$ cat src/hw/rtl/least_used_channel_selector_macros.svh
// Assertion macros shared by the least used channel selector.
`ifndef LEAST_USED_CHANNEL_SELECTOR_MACROS_SVH
`define LEAST_USED_CHANNEL_SELECTOR_MACROS_SVH

// Same-cycle implication, checked only while out of reset.
`define LUCS_ASSERT_NOW(name, ante, cons) \
	name: assert property (@(posedge clk) disable iff (!arst_n) (ante) |-> (cons)) \
		else $error("lucs: same-cycle check failed");

// Next-cycle implication, checked only while out of reset.
`define LUCS_ASSERT_NEXT(name, ante, cons) \
	name: assert property (@(posedge clk) disable iff (!arst_n) (ante) |=> (cons)) \
		else $error("lucs: next-cycle check failed");

`endif

$ cat src/hw/rtl/lucs_pkg.sv
// Types, constants and helpers for the least used channel selector.
package lucs_pkg;

	localparam int NUM_CHANNELS = 4;
	localparam int POWER_FIELDS = 4;
	localparam int CH_W = 3;
	localparam int PWR_W = 16;
	localparam int CNT_W = 32;
	localparam int Q_DEPTH = 2;
	localparam int Q_PTR_W = (Q_DEPTH > 1) ? $clog2(Q_DEPTH) : 1;
	localparam int Q_CNT_W = $clog2(Q_DEPTH + 1);
	localparam logic [CNT_W-1:0] CNT_MAX = {CNT_W{1'b1}};

	typedef logic [CH_W-1:0] chan_t;
	typedef logic [PWR_W-1:0] power_t;
	typedef logic [CNT_W-1:0] count_t;

	typedef struct packed {
		logic [2:0]  su_channel;
		logic [15:0] power_ch1;
		logic [15:0] power_ch2;
		logic [15:0] power_ch3;
		logic [15:0] power_ch4;
	} lucs_in_t;

	typedef struct packed {
		logic [2:0] target_channel;
		logic [2:0] primary_channel;
	} lucs_out_t;

	// Classified beat handed from the front to the back.
	typedef struct packed {
		chan_t cur;
		chan_t pu;
		logic  move;
	} lucs_cls_t;

	typedef struct packed {
		logic full;
		logic empty;
	} lucs_qstat_t;

	typedef struct packed {
		logic   take;
		logic   found;
		count_t total;
	} lucs_bstat_t;

	// Channels past the four reported fields read as zero power.
	function automatic power_t power_of(input lucs_in_t d, input int idx);
		power_t p;
		case (idx)
			0: p = d.power_ch1;
			1: p = d.power_ch2;
			2: p = d.power_ch3;
			3: p = d.power_ch4;
			default: p = '0;
		endcase
		return p;
	endfunction

	function automatic count_t sat_inc(input count_t v);
		return (v == CNT_MAX) ? v : v + count_t'(1);
	endfunction

endpackage

$ cat src/hw/rtl/lucs_front.sv
// Front end: finds the primary user channel of each sensing beat.
module lucs_front import lucs_pkg::*; (
	input  lucs_in_t  sense,
	output lucs_cls_t cls
);

	power_t pwr [NUM_CHANNELS];
	logic [NUM_CHANNELS-1:0] elig;
	logic [NUM_CHANNELS-1:0] win;
	logic cur_valid;
	logic cur_pos;
	chan_t pu_other;
	chan_t pu;

	assign cur_valid = (sense.su_channel != '0)
		&& ({1'b0, sense.su_channel} <= (CH_W+1)'(NUM_CHANNELS));

	always_comb begin
		for (int i = 0; i < NUM_CHANNELS; i++) begin
			pwr[i] = power_of(sense, i);
			elig[i] = (pwr[i] != '0) && !(cur_valid && (chan_t'(i + 1) == sense.su_channel));
		end
	end

	// Each channel compares against all others at once; the lower index wins a tie.
	always_comb begin
		for (int i = 0; i < NUM_CHANNELS; i++) begin
			win[i] = elig[i];
			for (int j = 0; j < NUM_CHANNELS; j++) begin
				if (j < i && elig[j] && !(pwr[i] > pwr[j])) begin
					win[i] = 1'b0;
				end else if (j > i && elig[j] && (pwr[i] < pwr[j])) begin
					win[i] = 1'b0;
				end
			end
		end
	end

	always_comb begin
		pu_other = '0;
		cur_pos = 1'b0;
		for (int i = 0; i < NUM_CHANNELS; i++) begin
			if (win[i]) begin
				pu_other = pu_other | chan_t'(i + 1);
			end
			if (chan_t'(i + 1) == sense.su_channel && pwr[i] != '0) begin
				cur_pos = 1'b1;
			end
		end
	end

	assign pu = (pu_other == '0 && cur_valid && cur_pos) ? sense.su_channel : pu_other;

	assign cls.cur = sense.su_channel;
	assign cls.pu = pu;
	assign cls.move = (pu != '0) && (pu == sense.su_channel);

endmodule

$ cat src/hw/rtl/lucs_queue.sv
// Short queue of classified beats between the front and the back.
module lucs_queue import lucs_pkg::*; (
	input  logic        clk,
	input  logic        arst_n,
	input  logic        push_valid,
	output logic        push_ready,
	input  lucs_cls_t   push_data,
	output logic        pop_valid,
	input  logic        pop_ready,
	output lucs_cls_t   pop_data,
	output lucs_qstat_t stat
);

	lucs_cls_t mem [Q_DEPTH];
	logic [Q_PTR_W-1:0] wr_ptr_q;
	logic [Q_PTR_W-1:0] rd_ptr_q;
	logic [Q_CNT_W-1:0] count_q;
	logic push;
	logic pop;

	assign push_ready = (count_q != Q_CNT_W'(Q_DEPTH));
	assign pop_valid = (count_q != '0);
	assign push = push_valid && push_ready;
	assign pop = pop_valid && pop_ready;
	assign pop_data = mem[rd_ptr_q];
	assign stat.full = !push_ready;
	assign stat.empty = !pop_valid;

	always_ff @(posedge clk) begin
		if (push) begin
			mem[wr_ptr_q] <= push_data;
		end
	end

	always_ff @(posedge clk or negedge arst_n) begin
		if (!arst_n) begin
			wr_ptr_q <= '0;
			rd_ptr_q <= '0;
			count_q <= '0;
		end else begin
			if (push) begin
				wr_ptr_q <= (wr_ptr_q == Q_PTR_W'(Q_DEPTH - 1)) ? '0 : wr_ptr_q + 1'b1;
			end
			if (pop) begin
				rd_ptr_q <= (rd_ptr_q == Q_PTR_W'(Q_DEPTH - 1)) ? '0 : rd_ptr_q + 1'b1;
			end
			if (push && !pop) begin
				count_q <= count_q + 1'b1;
			end else if (pop && !push) begin
				count_q <= count_q - 1'b1;
			end
		end
	end

endmodule

$ cat src/hw/rtl/lucs_back.sv
// Back end: occupancy counters, least used channel choice and result register.
module lucs_back import lucs_pkg::*; (
	input  logic        clk,
	input  logic        arst_n,
	input  logic        q_valid,
	output logic        q_ready,
	input  lucs_cls_t   q_data,
	output logic        choice_valid,
	input  logic        choice_ready,
	output lucs_out_t   choice,
	output lucs_bstat_t stat
);

	count_t cnt_q [NUM_CHANNELS];
	count_t total_q;
	count_t tot_new;
	logic valid_q;
	lucs_out_t choice_q;
	logic take;
	logic found;
	logic [NUM_CHANNELS-1:0] elig;
	logic [NUM_CHANNELS-1:0] win;
	chan_t pick;
	chan_t next;

	assign take = q_valid && (!valid_q || choice_ready);
	assign q_ready = take;
	assign found = (q_data.pu != '0);
	assign tot_new = sat_inc(total_q);

	// The primary channel is left out of the search, so its pending bump does not matter.
	always_comb begin
		for (int i = 0; i < NUM_CHANNELS; i++) begin
			elig[i] = (chan_t'(i + 1) != q_data.pu) && (cnt_q[i] < tot_new);
		end
		for (int i = 0; i < NUM_CHANNELS; i++) begin
			win[i] = elig[i];
			for (int j = 0; j < NUM_CHANNELS; j++) begin
				if (j < i && elig[j] && !(cnt_q[i] < cnt_q[j])) begin
					win[i] = 1'b0;
				end else if (j > i && elig[j] && (cnt_q[j] < cnt_q[i])) begin
					win[i] = 1'b0;
				end
			end
		end
		pick = '0;
		for (int i = 0; i < NUM_CHANNELS; i++) begin
			if (win[i]) begin
				pick = pick | chan_t'(i + 1);
			end
		end
	end

	// When the beat must move and no candidate remains, the choice falls to channel one.
	assign next = q_data.move ? ((win != '0) ? pick : chan_t'(1)) : q_data.cur;

	always_ff @(posedge clk or negedge arst_n) begin
		if (!arst_n) begin
			for (int i = 0; i < NUM_CHANNELS; i++) begin
				cnt_q[i] <= '0;
			end
			total_q <= '0;
			valid_q <= 1'b0;
		end else begin
			if (take && found) begin
				total_q <= tot_new;
				for (int i = 0; i < NUM_CHANNELS; i++) begin
					if (chan_t'(i + 1) == q_data.pu) begin
						cnt_q[i] <= sat_inc(cnt_q[i]);
					end
				end
			end
			if (take) begin
				valid_q <= 1'b1;
			end else if (choice_ready) begin
				valid_q <= 1'b0;
			end
		end
	end

	always_ff @(posedge clk) begin
		if (take) begin
			choice_q.target_channel <= next;
			choice_q.primary_channel <= q_data.pu;
		end
	end

	assign choice_valid = valid_q;
	assign choice = choice_q;
	assign stat.take = take;
	assign stat.found = found;
	assign stat.total = total_q;

endmodule

$ cat src/hw/rtl/least_used_channel_selector.sv
// Top level of the least used channel selector.
//
// Usage: one sensing beat on the sense channel (valid/ready) carries the
// current channel and four power readings. Each beat yields exactly one
// beat on the choice channel with the next channel and the detected
// primary user channel, in order.
// Path: an accepted beat is written to the two-entry queue, then taken by
// the back end into the result register and shown on the choice channel;
// the back end takes no beat while an unread result is held.
// Throughput: one beat per cycle while the receiver accepts results; the back
// end reads and updates occupancy counters together; no beat waits on them.
// Reset empties the queue and clears the result valid flag, all occupancy
// counters and the detection total.
// When the receiver stalls, the result register holds, the queue fills,
// and sense_ready drops once both queue entries are occupied.
`include "least_used_channel_selector_macros.svh"

module least_used_channel_selector import lucs_pkg::*; (
	input  logic      clk,
	input  logic      arst_n,
	input  logic      sense_valid,
	output logic      sense_ready,
	input  lucs_in_t  sense,
	output logic      choice_valid,
	input  logic      choice_ready,
	output lucs_out_t choice
);

	lucs_cls_t cls;
	lucs_cls_t q_data;
	logic q_valid;
	logic q_ready;
	lucs_qstat_t qstat;
	lucs_bstat_t bstat;

	lucs_front u_front (
		.sense (sense),
		.cls   (cls)
	);

	lucs_queue u_queue (
		.clk        (clk),
		.arst_n     (arst_n),
		.push_valid (sense_valid),
		.push_ready (sense_ready),
		.push_data  (cls),
		.pop_valid  (q_valid),
		.pop_ready  (q_ready),
		.pop_data   (q_data),
		.stat       (qstat)
	);

	lucs_back u_back (
		.clk          (clk),
		.arst_n       (arst_n),
		.q_valid      (q_valid),
		.q_ready      (q_ready),
		.q_data       (q_data),
		.choice_valid (choice_valid),
		.choice_ready (choice_ready),
		.choice       (choice),
		.stat         (bstat)
	);

	`LUCS_ASSERT_NOW(a_queue_state, 1'b1, !(qstat.full && qstat.empty))
	`LUCS_ASSERT_NEXT(a_take_loads_result, bstat.take, choice_valid)
	`LUCS_ASSERT_NEXT(a_total_nonzero, bstat.take && bstat.found, bstat.total != '0)
	`LUCS_ASSERT_NEXT(a_total_holds, !bstat.take, $stable(bstat.total))

endmodule
$ cat config.mk
export PLATFORM = sky130hd
export DESIGN_NAME = least_used_channel_selector
export DESIGN_NICKNAME = d
export VERILOG_FILES = /design/src/hw/rtl/lucs_pkg.sv /design/src/hw/rtl/lucs_front.sv /design/src/hw/rtl/lucs_queue.sv /design/src/hw/rtl/lucs_back.sv /design/src/hw/rtl/least_used_channel_selector.sv
export VERILOG_INCLUDE_DIRS = /design/src /design/src/hw/rtl
export SDC_FILE = /design/constraint.sdc
export NUM_CORES = 1
export LEC_CHECK = 0
export CAP_MARGIN = 10
export CORE_MARGIN = 2
export CORE_UTILIZATION = 56
export CTS_BUF_LIST = sky130_fd_sc_hd__clkbuf_4 sky130_fd_sc_hd__clkbuf_8
export CTS_CLUSTER_DIAMETER = 50
export DETAILED_ROUTE_END_ITERATION = 10
export DONT_BUFFER_PORTS = 1
export PLACE_DENSITY = 0.71
export SLEW_MARGIN = 20
export SYNTH_ARGS = -nofsm -noshare
export SYNTH_HDL_FRONTEND = slang
export SYNTH_SLANG_ARGS = --single-unit
$ cat constraint.sdc
create_clock -name clk -period 6.2 [get_ports clk]
set_input_delay 1.24 -clock clk [delete_from_list [all_inputs] [get_ports clk]]
set_output_delay 1.24 -clock clk [all_outputs]
set_load 0.005 [all_outputs]
# [Yosys cells after proc, flatten, opt, wreduce, memory -nomap -nowiden]
# Memories as Yosys holds them, arrays and structs flattened.
# Cells that the tools add are included.
# W data, S select, Z words.
[word_totals] reg_bits=171 ramBits=14 wordCells=201 n_memories=1
[memory_table] memory="u_queue.mem" depth=2 width=7 read_ports=1 rd_clocked_by_memory_dff=0 wr=1 line_no="lucs_queue.sv:14" source="lucs_cls_t mem [Q_DEPTH];"
[classes] n_addsub=9 order_cmp=23 n_eq_ne=19 mux=48 bitwise=4 n_reduce_logical=86
[ops] op="$lt A32 B32 Y1" n=10
[ops] op="$add A32 B1 Y32 const B" n=5
[ops] op="$eq A32 B32 Y1 const B" n=5
[ops] op="$gt A16 B16 Y1" n=6
[ops] op="$lt A16 B16 Y1" n=6
[ops] op="$reduce_bool A16 Y1" n=4
[ops] op="$logic_and A1 B1 Y1" n=50
[ops] op="$mux W1" n=36
[ops] op="$mux W32" n=1
[ops] op="$logic_not A1 Y1" n=19
[ops] op="$mux W3" n=5
[ops] op="$eq A2 B3 Y1 const A" n=4
[ops] op="$mux W2" n=6
[ops] op="$reduce_and A3 Y1" n=4
[ops] op="$reduce_bool A3 Y1" n=3
[ops] op="$eq A1 B3 Y1 const A" n=2
[ops] op="$eq A3 B3 Y1 const A" n=2
[ops] op="$ne A2 B3 Y1 const A" n=2
[ops] op="$reduce_bool A2 Y1" n=3
[ops] op="$not A1 Y1" n=4
[ops] op="$reduce_bool A4 Y1" n=1
[ops] op="$eq A3 B3 Y1" n=1
[ops] op="$le A3 B3 Y1 const B" n=1
[ops] op="$logic_not A3 Y1" n=1
[ops] op="7 further kinds" n=8

# [Depth between registers and ports, before layout]
[logic_depth] word_depth=19 ltp_mapped=22 mapped_depth_nobuf=22

# [Modules after synthesis]
# Synthesis repeated with hierarchy kept, for this count alone.
[hier_totals] cells_unflattened=2016 hier_area_um2=18529.0
[modules_own_cells] module="lucs_back" n_inst=1 cells_per_inst=1610 area_each_um2=15029.4 seq_area_each_um2=4209.0
[modules_own_cells] module="lucs_front" n_inst=1 cells_per_inst=364 area_each_um2=2776.4 seq_area_each_um2=0.0
[modules_own_cells] module="lucs_queue" n_inst=1 cells_per_inst=42 area_each_um2=723.2 seq_area_each_um2=520.5

# [Worst setup path after synthesis]
# OpenSTA, ideal clock, no wires.
[synth_timing] path_kind="reg2reg" startpoint="reg u_back.total_q[1]" endpoint="reg u_back.choice_q (netlist bit u_back.choice[4]) (data pin)" arrival_ps=4634 required_ps=5915 slack_ps=1280 path_stages_with_launch=23 path_buffers=1 path_cell_list="dfrtp_1 ha_1 nand3_1 or4_1 clkbuf_1 nor2_1 nor2_1 and3_1 and3_1 nand4_1 or2_2 xor2_1 ha_1 a21o_1 a21o_1 a21oi_1 o21a_1 o211ai_1 a211o_1 or2_0 or2_1 a41oi_2 a221oi_1"
[synth_via] elab_chain_cells=13 word_cells_on_any_way=41 cone_classes="add/sub (1); order compare (4); eq/ne (1); mux (18); reduce/logical (17)"
[synth_lines] element="start: declaration" line_no="lucs_back.sv:15" source="count_t total_q;"
[synth_lines] element="start signal: assignment" line_no="lucs_back.sv:66" source="total_q <= tot_new;"
[synth_lines] element="$add A32 B1 Y32 / $eq A32 B32 Y1 (equally long branches)" line_no="lucs_pkg.sv:63" source="return (v == CNT_MAX) ? v : v + count_t'(1);"
[synth_lines] element="$mux W32 *" line_no="lucs_pkg.sv:63"
[synth_lines] element="$lt A32 B32 Y1" line_no="lucs_back.sv:34" source="elig[i] = (chan_t'(i + 1) != q_data.pu) && (cnt_q[i] < tot_new);"
[synth_lines] element="$logic_and A1 B1 Y1" line_no="lucs_back.sv:34"
[synth_lines] element="$logic_and A1 B1 Y1" line_no="lucs_back.sv:39" source="if (j < i && elig[j] && !(cnt_q[i] < cnt_q[j])) begin"
[synth_lines] element="$mux W1" line_no="lucs_back.sv:39"
[synth_lines] element="$mux W1 (2 in a row)" line_no="lucs_back.sv:41" source="end else if (j > i && elig[j] && (cnt_q[j] < cnt_q[i])) begin"
[synth_lines] element="$mux W2 (2 in a row)" line_no="lucs_back.sv:48" source="if (win[i]) begin"
[synth_lines] element="$mux W3" line_no="lucs_back.sv:48"
[synth_lines] element="$mux W3 * (2 in a row)" line_no="lucs_back.sv:55" source="assign next = q_data.move ? ((win != '0) ? pick : chan_t'(1)) : q_data.cur;"
[synth_lines] element="net u_back.next[1]" line_no="lucs_back.sv:24" source="chan_t next;"
[synth_lines] element="end: declaration" line_no="lucs_back.sv:18" source="lucs_out_t choice_q;"
# Mark *: on every way through the listed nets, which the timed path passes. The rest lies on a longest branch.
# A chain may end at the register's enable or synchronous reset.

# [Final worst setup path]
[layout_timing] startpoint="reg u_back.total_q[0]" endpoint="reg u_back.choice_q (netlist bit u_back.choice[3]) (data pin)"
[layout_via] elab_chain_cells=14 word_cells_on_any_way=42 cone_classes="add/sub (1); order compare (4); eq/ne (1); mux (19); reduce/logical (17)"
[layout_lines] element="$add A32 B1 Y32 / $eq A32 B32 Y1 (equally long branches)" line_no="lucs_pkg.sv:63"
[layout_lines] element="$mux W32 *" line_no="lucs_pkg.sv:63"
[layout_lines] element="$lt A32 B32 Y1" line_no="lucs_back.sv:34"
[layout_lines] element="$logic_and A1 B1 Y1" line_no="lucs_back.sv:34"
[layout_lines] element="$logic_and A1 B1 Y1" line_no="lucs_back.sv:41"
[layout_lines] element="$mux W1 (3 in a row)" line_no="lucs_back.sv:41"
[layout_lines] element="$mux W1" line_no="lucs_back.sv:48"
[layout_lines] element="$mux W2 (2 in a row)" line_no="lucs_back.sv:48"
[layout_lines] element="$mux W3" line_no="lucs_back.sv:48"
[layout_lines] element="$mux W3 * (2 in a row)" line_no="lucs_back.sv:55"
[layout_lines] element="net u_back.next[0]" line_no="lucs_back.sv:24"
# Marked as above.

==> results by group <==
Detailed routing
  – Final WL: 54.7 mm
  – First-pass DRT Iterations: 5
  – # DRC: 0
  – DRT antenna net count: 0
  – Drt wl/cell: 22.3 um
  – Number of vias per cell: 6.39
  – DRT iter0 DRCs: 1358
  – Vias post-DR: 15700

Yosys
  – Ys async rst share: 0.892
  – Synth top area share: 0.271
  – Compound-Gate Fraction of Synth Area: 0.153
  – Leading area contributor after synthesis: ha_1
  – Synth area leaders: ha_1, dfrtp_1, xnor2_1
  – #FFs+latches synth: 185
  – Main flop type after synthesis: dfrtp_1
  – Post-Synth Simple-Gate Area: 0.178
  – Syn_area_per_cell: 9.11 um^2
  – Syn Nets: 2466
  – Synthesis warning total: 0
  – Xor and xnor area share after synthesis: 0.0938
  – Post-Synthesis Cells: 2000
  – Post-synth EDFFs: 20
  – Sequential area share after synthesis: 0.260
  – Count leader, synth: ha_1
  – Post-synthesis mux area share: 0.00405
  – Largest family of logic cells by synthesized area: adder cells
  – Top post-synthesis cells by count: ha_1, dfrtp_1, inv_1
  – Post-synthesis cell area: 18200 um^2
  – Area share of fa/ha/maj cells after synthesis: 0.273
  – Netlist cell types: 81

Setup path
  – Reg2Reg Setup Slack: 0.45 ns
  – Crit path from: u_back.total_q[0]
  – CP max FO: 13
  – Crit Path Class: reg2reg
  – R2r startpoint: u_back.total_q[0]
  – Startpoint types: flop
  – CP endpoint kind: flop
  – R2R depth: 22
  – FF-to-FF End: u_back.choice[3]
  – Critical path endpoint: u_back.choice[3]
  – Crit path required time: 6.47 ns
  – Critical path arrival: 6.01 ns

STA
  – Setup repair after global routing missed its margin: no
  – Hold Violations, Final: 0
  – Final Cycle Share: 0.927
  – Total negative slack: 0 ns
  – Max_slew headroom: 0.287
  – Slew of the pin with the lowest slew margin: 1.07 ns
  – Fmax: 0.174 GHz
  – Hold slack: 0.406 ns
  – Clk_skew: 0.0214 ns
  – Final Setup Violations: 0
  – Minimum clock period: 5.75 ns
  – Max Slew Vio Count: 0

Clock tree
  – Clk_lat worst skew: 0.53 ns
  – H-tree depth: 4
  – CTS buffer count: 17
  – Clock sink count: 185
  – Maximum clock path buffer count: 2
  – Clock transition at the registers of the reported paths: 0.11 ns
  – Gates resized, CTS repair: 0
  – CTS tree: done
  – CTS root buffer: clkbuf_8
  – Hold Buf Count CTS: 0
  – Setup Fix Bufs, Post-CTS: 0

Die
  – Die Y: 184 um
  – DIE AREA: 34000 um^2
  – Ports: 79
  – Starting Density: 0.564
  – FP Rows: 66
  – Die X: 184 um
  – Core Box Area: 32300 um^2

Placement
  – IO buf count: 0
  – GP Congestion: 0.992
  – Final HPWL DP: 44.1 mm

Layout
  – Fin nets: 2468
  – Layout area overhead: 5.03%
  – Layout cells sized above 1: 0.0323
  – Fill cell count: 2855

Worst hold path
  – Hold WC Path Type: in2async

GRT
  – Maximum number of pins on one net before global-route repair: 166
  – GR Util All Layers: 0.332
  – Vias in the first global route: 15500
  – GR Overflow Total: 0
  – Global-route wire length before repair: 86.5 mm
  – Initial antenna violation count: 0

Power
  – Power Dens Cells: 195 nW/um^2
  – Max IR drop VDD: 0.147 mV
  – Lkg Pwr: 8.84 nW

Run status
  – Outcome: finished clean

Run
  – Number of max-cap violations: 0
## registers in the layout, summed over array words and instances (netlist names)
register and flops:
u_back.choice 6, u_back.choice_valid 1, u_back.cnt_q 128, u_back.total_q 32, u_queue.count_q 2, u_queue.mem 14
u_queue.rd_ptr_q 1, u_queue.wr_ptr_q 1
## metrics by stage
stage / setup WS, ns / total power, W / util / cell area, um^2 / cells
final: 0.455 / 0.00373 / 0.592 / 19100 / 2458
after global routing: 0.0200 / 0.00397 / 0.592 / 19100 / 2457
after CTS: 0.551 / 0.00372 / 0.592 / 19100 / 2457
after detailed placement: 0.594 / 0.00282 / 0.580 / 18700 / 2425
after global placement: 0.745 / 0.00278 / 0.580 / 18700 / 2425
after floorplan: 1.28 / 0.00241 / - / 18200 / 2000
## per-layer routing
layer | part of all wire | GRT usage
met1 | 0.44 | 0.445
met2 | 0.45 | 0.527
met3 | 0.071 | 0.0607
met4 | 0.040 | 0.137
met5 | 0 | 0
## area by class of cell
type / count / area [um^2] / share of cell area
multi-input combinational: 1629 / 12800 / 0.668
sequential: 185 / 4730 / 0.247
inverter: 163 / 612 / 0.0320
tap: 442 / 553 / 0.0289
clock buffer: 17 / 234 / 0.0122
clock inverter: 15 / 176 / 0.00922
timing repair buffer: 6 / 45.0 / 0.00235
antenna: 1 / 2.50 / 0.000131
## cell families (layout without fill, tap and decap cells)
logic type,after synthesis,after routing
XOR/XNOR,191,191
AO/OA/AOI/OAI,417,417
AND/OR/NAND/NOR,616,616
buffers and inverters,186,201
multiplexers,7,7
flip-flops,185,185
adder cells (fa/ha/maj),398,398
other,0,1
## placed cells by master (no fill, tap or decap), drive strengths merged, types with 26 or more instances in the layout
| cell | Yosys | routed |
|---|---|---|
| nand2 | 117 | 117 |
| a211oi | 34 | 34 |
| and3 | 36 | 36 |
| a21o | 79 | 79 |
| nor3 | 52 | 52 |
| ha | 395 | 395 |
| xor2 | 26 | 26 |
| nand4 | 91 | 91 |
| dfrtp | 165 | 165 |
| a21oi | 92 | 92 |
| inv | 163 | 172 |
| xnor2 | 163 | 163 |
| nor4 | 44 | 44 |
| o21ai | 89 | 89 |
| nand3 | 63 | 63 |
| nor2 | 115 | 115 |
## where the power goes
group	switching [W]	internal, W
Combinational	0.000742	0.000495
Sequential	0.000215	0.00137
Clock	0.000525	0.000375
## worst min-delay path by stage
stage	cells after the start	endpoint	slack (ns)
floorplan	1	u_queue.wr_ptr_q	0.46
detailed placement	1	u_queue.wr_ptr_q	0.49
global placement	1	u_queue.wr_ptr_q	0.48
global route	0	u_back.cnt_q[100]	0.37
CTS	0	u_back.cnt_q[100]	0.38
finish	0	u_back.cnt_q[13]	0.41
## critical path, cell delays in order (launching register included)
cell and delay [ns]:
dfrtp_1 0.58, ha_1 0.34, nand3_1 0.14, nor4_2 0.52, nand2_1 0.28, nand3_1 0.22
nor2_1 0.10, and3_1 0.23, and2_1 0.19, nand3_1 0.18, nor2_1 0.08, xnor2_1 0.42
ha_1 0.22, nand4_1 0.14, or2_2 0.34, nor3_1 0.31, nand2_1 0.09, a311oi_1 0.20
a41o_1 0.25, o32ai_1 0.09, a211oi_1 0.32, a31o_1 0.17, a221oi_2 0.06
Note: power is estimated with default switching activity, not from simulation.
